<file path="config.mk">
export PLATFORM = sky130hd
export DESIGN_NAME = sha512_ctrl
export DESIGN_NICKNAME = d
export VERILOG_FILES = /design/src/hdl/sha512_pkg.sv /design/src/hdl/sha512_ctrl.sv
export SDC_FILE = /design/constraint.sdc
export NUM_CORES = 1
export LEC_CHECK = 0
export BUFFER_PORTS_ARGS = -buffer_cell sky130_fd_sc_hd__buf_2
export CAP_MARGIN = 30
export CORE_MARGIN = 8
export CORE_UTILIZATION = 40
export CTS_CLUSTER_SIZE = 24
export DETAILED_ROUTE_END_ITERATION = 6
export PLACE_DENSITY = 0.74
export REMOVE_ABC_BUFFERS = 1
export SLEW_MARGIN = 10
export SYNTH_ARGS = -nofsm -noshare
export SYNTH_HDL_FRONTEND = slang
export SYNTH_SLANG_ARGS = --single-unit
export TNS_END_PERCENT = 100
</file>
<file path="constraint.sdc">
create_clock -name clk -period 2.84 [get_ports clk]
set_input_delay 0.426 -clock clk [delete_from_list [all_inputs] [get_ports clk]]
set_output_delay 0.426 -clock clk [all_outputs]
set_load 0.01 [all_outputs]
</file>
<file path="src/hdl/sha512_pkg.sv">
`timescale 1ns / 1ps
`default_nettype none
package sha512_pkg;

    localparam int WORD_W      = 64;
    localparam int BLOCK_WORDS = 16;
    localparam int ROUNDS      = 80;

    typedef enum logic [2:0] {
        ST_IDLE,
        ST_ROUND,
        ST_FOLD,
        ST_PAD,
        ST_EMIT
    } ctrl_state_t;

    // Commands from the controller to the datapath.
    typedef struct packed {
        logic       take_word;   // merge accepted word into the block buffer
        logic       start_block; // load working variables from the hash state
        logic       do_round;    // run one compression round
        logic       fold;        // add working variables into the hash state
        logic       pad_word;    // write one padding word at the fill position
        logic       init_hash;   // return to the initial hash values
        logic [3:0] emit_index;  // digest word to present
    } dp_cmd_t;

    // Status from the datapath to the controller.
    typedef struct packed {
        logic       block_full;  // sixteen words are held
        logic       len_done;    // the length field has been written
        logic       round_done;  // the eightieth round is running
    } dp_status_t;

    localparam logic [63:0] IV [8] = '{
        64'h6a09e667f3bcc908, 64'hbb67ae8584caa73b, 64'h3c6ef372fe94f82b,
        64'ha54ff53a5f1d36f1, 64'h510e527fade682d1, 64'h9b05688c2b3e6c1f,
        64'h1f83d9abfb41bd6b, 64'h5be0cd19137e2179
    };

    localparam logic [63:0] ROUND_K [80] = '{
        64'h428a2f98d728ae22, 64'h7137449123ef65cd, 64'hb5c0fbcfec4d3b2f, 64'he9b5dba58189dbbc,
        64'h3956c25bf348b538, 64'h59f111f1b605d019, 64'h923f82a4af194f9b, 64'hab1c5ed5da6d8118,
        64'hd807aa98a3030242, 64'h12835b0145706fbe, 64'h243185be4ee4b28c, 64'h550c7dc3d5ffb4e2,
        64'h72be5d74f27b896f, 64'h80deb1fe3b1696b1, 64'h9bdc06a725c71235, 64'hc19bf174cf692694,
        64'he49b69c19ef14ad2, 64'hefbe4786384f25e3, 64'h0fc19dc68b8cd5b5, 64'h240ca1cc77ac9c65,
        64'h2de92c6f592b0275, 64'h4a7484aa6ea6e483, 64'h5cb0a9dcbd41fbd4, 64'h76f988da831153b5,
        64'h983e5152ee66dfab, 64'ha831c66d2db43210, 64'hb00327c898fb213f, 64'hbf597fc7beef0ee4,
        64'hc6e00bf33da88fc2, 64'hd5a79147930aa725, 64'h06ca6351e003826f, 64'h142929670a0e6e70,
        64'h27b70a8546d22ffc, 64'h2e1b21385c26c926, 64'h4d2c6dfc5ac42aed, 64'h53380d139d95b3df,
        64'h650a73548baf63de, 64'h766a0abb3c77b2a8, 64'h81c2c92e47edaee6, 64'h92722c851482353b,
        64'ha2bfe8a14cf10364, 64'ha81a664bbc423001, 64'hc24b8b70d0f89791, 64'hc76c51a30654be30,
        64'hd192e819d6ef5218, 64'hd69906245565a910, 64'hf40e35855771202a, 64'h106aa07032bbd1b8,
        64'h19a4c116b8d2d0c8, 64'h1e376c085141ab53, 64'h2748774cdf8eeb99, 64'h34b0bcb5e19b48a8,
        64'h391c0cb3c5c95a63, 64'h4ed8aa4ae3418acb, 64'h5b9cca4f7763e373, 64'h682e6ff3d6b2b8a3,
        64'h748f82ee5defb2fc, 64'h78a5636f43172f60, 64'h84c87814a1f0ab72, 64'h8cc702081a6439ec,
        64'h90befffa23631e28, 64'ha4506cebde82bde9, 64'hbef9a3f7b2c67915, 64'hc67178f2e372532b,
        64'hca273eceea26619c, 64'hd186b8c721c0c207, 64'heada7dd6cde0eb1e, 64'hf57d4f7fee6ed178,
        64'h06f067aa72176fba, 64'h0a637dc5a2c898a6, 64'h113f9804bef90dae, 64'h1b710b35131c471b,
        64'h28db77f523047d84, 64'h32caab7b40c72493, 64'h3c9ebe0a15c9bebc, 64'h431d67c49c100d4c,
        64'h4cc5d4becb3e42b6, 64'h597f299cfc657e2a, 64'h5fcb6fab3ad6faec, 64'h6c44198c4a475817
    };

    localparam logic [7:0] PAD_BYTE      = 8'h80;
    localparam logic [6:0] LEN_FIELD_POS = 7'd112;

    function automatic logic [63:0] rotr(input logic [63:0] x, input int n);
        rotr = (x >> n) | (x << (64 - n));
    endfunction

endpackage
`default_nettype wire

</file>
<file path="src/hdl/sha512_ctrl.sv">
`timescale 1ns / 1ps
`default_nettype none
module sha512_ctrl
    import sha512_pkg::*;
(
    input  wire logic       clk,
    input  wire logic       rst_n,
    input  wire logic       in_fire,
    input  wire logic       in_last,
    input  wire logic       out_fire,
    input  wire dp_status_t status,
    output dp_cmd_t         cmd,
    output logic            busy,
    output logic            out_valid
);

    ctrl_state_t state_reg, state_next;
    logic        final_reg, final_next;
    logic [3:0]  emit_reg, emit_next;

    always_comb
    begin
        state_next = state_reg;
        final_next = final_reg;
        emit_next  = emit_reg;
        case (state_reg)
            ST_IDLE:
            begin
                if (status.block_full)
                begin
                    state_next = ST_ROUND;
                end
                else if (in_fire && in_last)
                begin
                    final_next = 1'b1;
                    state_next = ST_PAD;
                end
                else if (final_reg)
                begin
                    state_next = ST_PAD;
                end
            end
            ST_ROUND:
            begin
                if (status.round_done)
                begin
                    state_next = ST_FOLD;
                end
            end
            ST_FOLD:
            begin
                if (!final_reg)
                begin
                    state_next = ST_IDLE;
                end
                else if (status.len_done)
                begin
                    state_next = ST_EMIT;
                end
                else
                begin
                    state_next = ST_PAD;
                end
            end
            ST_PAD:
            begin
                if (status.block_full)
                begin
                    state_next = ST_ROUND;
                end
            end
            ST_EMIT:
            begin
                if (out_fire)
                begin
                    emit_next = emit_reg + 4'd1;
                    if (emit_reg == 4'd7)
                    begin
                        emit_next  = '0;
                        final_next = 1'b0;
                        state_next = ST_IDLE;
                    end
                end
            end
            default:
            begin
                state_next = ST_IDLE;
            end
        endcase
    end

    always_comb
    begin
        cmd         = '0;
        cmd.emit_index = emit_reg;
        busy        = 1'b1;
        out_valid   = 1'b0;
        case (state_reg)
            ST_IDLE:
            begin
                busy          = status.block_full || final_reg;
                cmd.take_word = in_fire;
                cmd.start_block = status.block_full;
            end
            ST_ROUND:
            begin
                cmd.do_round = 1'b1;
            end
            ST_FOLD:
            begin
                cmd.fold = 1'b1;
            end
            ST_PAD:
            begin
                cmd.pad_word    = !status.block_full;
                cmd.start_block = status.block_full;
            end
            ST_EMIT:
            begin
                out_valid = 1'b1;
                cmd.init_hash = out_fire && (emit_reg == 4'd7);
            end
            default:
            begin
                busy = 1'b1;
            end
        endcase
    end

    always_ff @(posedge clk or negedge rst_n)
    begin
        if (!rst_n)
        begin
            state_reg <= ST_IDLE;
            final_reg <= 1'b0;
            emit_reg  <= '0;
        end
        else
        begin
            state_reg <= state_next;
            final_reg <= final_next;
            emit_reg  <= emit_next;
        end
    end

endmodule
`default_nettype wire

</file>
Word-level counts from Yosys, hierarchy flattened:

Cells that the tools add are included.

* add/sub/neg operators: 1
* eq/ne operators: 12
* muxes and demuxes: 24
* reductions and logical operators: 10

Operator list (count)
* $mux W3: 9
* $pmux W3 S5: 1
* $mux W1: 12
* $ne A2 B2 Y1 const B: 6
* $reduce_and A5 Y1: 2
* $eq A3 B2 Y1 const B: 2
* $add A4 B1 Y4 const B: 1
* $eq A4 B3 Y1 const B: 1
* $mux W4: 1
* $ne A4 B4 Y1 const B: 1
* $eq A3 B1 Y1 const B: 1
* $eq A3 B3 Y1 const B: 1
* $logic_not A3 Y1: 1
* $logic_and A1 B1 Y1: 2
* $pmux W1 S2: 1
* $reduce_and A2 Y1: 1
* $reduce_bool A2 Y1: 1
* $reduce_or A2 Y1: 1
* $logic_not A1 Y1: 1
* $logic_or A1 B1 Y1: 1

* flip-flop bits (word level): 8
* input port bits: 8
* output and inout bits: 12

Longest topological paths before layout:

* depth in word-level cells: 4
* mapped depth: 4
* depth with buffers taken out: 4

Least setup slack after synthesis:

OpenSTA, ideal clock, no wires.

* path type: reg2out
* from: register emit_reg[0]
* to: output port cmd[4] in the netlist's numbering
* arrival time: 1.049 ns
* slack: 1.365 ns
* cell stages (with the launch flop): 4
* buffers on the path: 0
* cells stage by stage: dfrtp_1 > ha_1 > and3b_1 > and2_1

RTL lines
* start: declaration: line sha512_ctrl.sv:19 `logic [3:0] emit_reg, emit_next;`
* start signal: assignment: line sha512_ctrl.sv:142 `emit_reg <= emit_next;`
* end: declaration: line sha512_ctrl.sv:12 `output dp_cmd_t cmd,`

==> impl_metrics.env <==
export IMPL_synth_top_area_share_pct=38.0
export IMPL_die_w_um=52.3
export IMPL_wl_per_cell_um=14.3
export IMPL_endpoint_kind="output pin"
export IMPL_die_h_um=52.3
export IMPL_p_seq_share_pct=43.1
export IMPL_path_class="reg2out"
export IMPL_dieArea_um2=2730
export IMPL_core_area_um2=1270
export IMPL_hold_violations=0
export IMPL_initial_core_util_pct=41.5
export IMPL_p_comb_share_pct=41.9
export IMPL_portBuffers=19
export IMPL_clk_pin_slew_ns=0.05
export IMPL_startpoint_type="register"
export IMPL_maxCapViolCount=0
export IMPL_synth_largest_area_cell="dfrtp_1"
export IMPL_clkPwrFrac_pct=15.0
export IMPL_cts_tree="yes"
export IMPL_period_minus_slack_ns=1.92
export IMPL_grt_pass1_vias=446
export IMPL_peakVddDrop_mv=0.337
export IMPL_row_count=13
export IMPL_clockRootBuffer="clkbuf_4"
export IMPL_hp_class="in2reg"
export IMPL_leakage_nw=0.325
export IMPL_ant_nets=0
export IMPL_nNetsFinal=80
export IMPL_sw_frac_of_total_pct=41.1
export IMPL_drc=0
export IMPL_internal_power_w=0.000330
export IMPL_dpl_instance_area_um2=611
export IMPL_design_area_um2=643
export IMPL_clock_sinks=8
export IMPL_dp_final_hpwl_um=908
export IMPL_max_slew_margin_rel_pct=71.8
export IMPL_first_pass_iters=4
export IMPL_worst_slew_pin_slew_ns=0.423
export IMPL_worstPathRequired_ns=2.41
export IMPL_power_density_nw_per_um2=871
export IMPL_grt_pass1_wl_um=1840
export IMPL_rsz0062_at_grt="no"
export IMPL_critical_path_max_fanout=12
export IMPL_synth_cell_types=29
export IMPL_run_status="finished clean"
export IMPL_r2r_slack_ns=1.30
export IMPL_synth_seq_cells=8
export IMPL_max_freq_mhz=521
export IMPL_p_sw_w=0.000230
export IMPL_grtUsageTotal_pct=8.96
export IMPL_setup_tns_ns=0
export IMPL_arrival_ns=1.49
export IMPL_cts_buffer_depth=2
export IMPL_finalCritPeriodShare_pct=67.5
export IMPL_synth_ff_type="dfrtp_1"
export IMPL_clkLatencyLatePin_ns=0.25
export IMPL_antenna_cells=0
export IMPL_cts_buffers=3
export IMPL_pin_count=20
export IMPL_drive_gt1_share_pct=44.9
export IMPL_grt_start_max_net_pins=13
export IMPL_fill_cells=137
export IMPL_ys_seq_area_share_pct=38.0
export IMPL_grt_ovfl_total=0
export IMPL_place_gp_congestion=0.709
export IMPL_avgSynthCellArea_um2=10.8
export IMPL_synthTopCellsByArea="dfrtp_1, buf_6, mux2_2"
export IMPL_antenna_found_initial=0
export IMPL_htreeDepth=1
export IMPL_postCtsSetupRepairBufs=0
export IMPL_synth_edff_count=0
export IMPL_slew_violations=0
export IMPL_finalWirelength_um=1200
export IMPL_finClkSkew_ns=0.00612
export IMPL_vias_per_cell=5.55
export IMPL_setup_viol=0
export IMPL_vias=466
export IMPL_syn2layout_area_growth_pct=22.1
export IMPL_largest_reg_flops=4
export IMPL_drt_iter0_drc=8
export IMPL_yosys_warnings=0
export IMPL_postSynthCellCount=49
export IMPL_syn_area_um2=527
export IMPL_async_flop_share_pct=100
[power by group through the flow]
| stage | registers (W) | clock network (W) | logic (W) |
|---|---|---|---|
| after floorplan | 0.000228 | 0 | 0.000159 |
| after global placement | 0.000237 | 0 | 0.000233 |
| after detailed placement | 0.000241 | 0 | 0.000236 |
| after CTS | 0.000241 | 0.0000915 | 0.000240 |
| after global routing | 0.000248 | 0.0000954 | 0.000261 |
| final | 0.000242 | 0.0000841 | 0.000234 |
[synthesized netlist by cell type (2+ instances only)]
cell type / count
nor3_1: 2
nand2b_1: 2
nand2_1: 4
nor2_1: 3
mux2_2: 2
inv_1: 3
buf_6: 2
xnor2_1: 2
dfrtp_1: 8
a21oi_1: 2
[final timing paths]
| check | from | endpoint | cells after the start |
|---|---|---|---|
| setup / recovery | state_reg[1] | cmd[4] | 3 |
| hold / removal | in_last | final_reg | 3 |
| setup reg to reg | state_reg[1] | emit_reg[3] | 3 |
| hold reg to reg | emit_reg[2] | emit_reg[2] | 1 |
| max in group asynchronous | rst_n | state_reg[0] | 2 |
| min in group asynchronous | rst_n | emit_reg[3] | 2 |
[critical path, cell delays in order, from the launching register on]
cell and delay, ns:
dfrtp_1 0.52, and4bb_4 0.45, and2_1 0.14, buf_2 0.13
[cells by family after synthesis]
kind of cell    after synthesis  share of synthesized area (%)
compound gates                8                           11.9
xor+xnor                      2                           3.33
fa+ha+maj                     1                           2.37
buf+inv                       6                           7.84
flops                         8                           38.0
mux                           3                           7.12
simple gates                 21                           29.5
[metrics by stage]
step	hold WS, ns	setup slack [ns]	instances	power, W	utilization [%]
final	0.451	0.922	84	0.000560	50.7
after CTS	0.438	0.909	84	0.000572	50.7
after global placement	0.273	1.20	80	0.000471	48.1
after detailed placement	0.276	1.19	80	0.000478	48.1
after floorplan	0.130	1.34	46	0.000387	-
after global routing	0.467	0.873	84	0.000605	50.7
[area by class of cell]
cell class / count / area (um^2) / share of cell area, %
Sequential cell: 8 / 200 / 31.1
Timing Repair Buffer: 20 / 105 / 16.3
Clock buffer: 3 / 22.5 / 3.50
Multi-Input combinational cell: 35 / 285 / 44.4
Tap cell: 15 / 18.8 / 2.92
Inverter: 3 / 11.3 / 1.75
[cell usage in the layout (no fill, tap or decap)]
master and count:
o21ai_0 1, xnor2_1 2, nor2_2 1, ha_1 1, a21oi_1 2, mux2_4 1
a31oi_1 1, nor4_4 1, and4bb_4 1, nand2b_1 2, nor3b_1 1, dfrtp_1 8
a221o_2 1, nor4b_1 1, and3b_1 1, mux2_2 2, a311o_1 1, a32o_1 1
nor2_1 3, inv_1 3, clkbuf_4 3, nor3b_2 1, nand4_2 1, and2_1 1
buf_2 19, a41o_1 1, and3_1 1, dlygate4sd3_1 1, nand2_1 4, nor3_1 2
[metal layers]
| metal | vias to the layer above | global-route usage, % | wire length [um] |
|---|---|---|---|
| met5 | - | 0 | 0 |
| met1 | 223 | 8.96 | 487 |
| met2 | 19 | 14.2 | 587 |
| met3 | 2 | 3.41 | 115 |
| li1 | 222 | - | - |
| met4 | 0 | 7.76 | 12 |
[what timing repair did]
item,CTS,global route
resized for setup,0,0
endpoints found under the hold margin,4,0
hold buffers,1,0
Note: power is estimated with default switching activity, not from simulation.
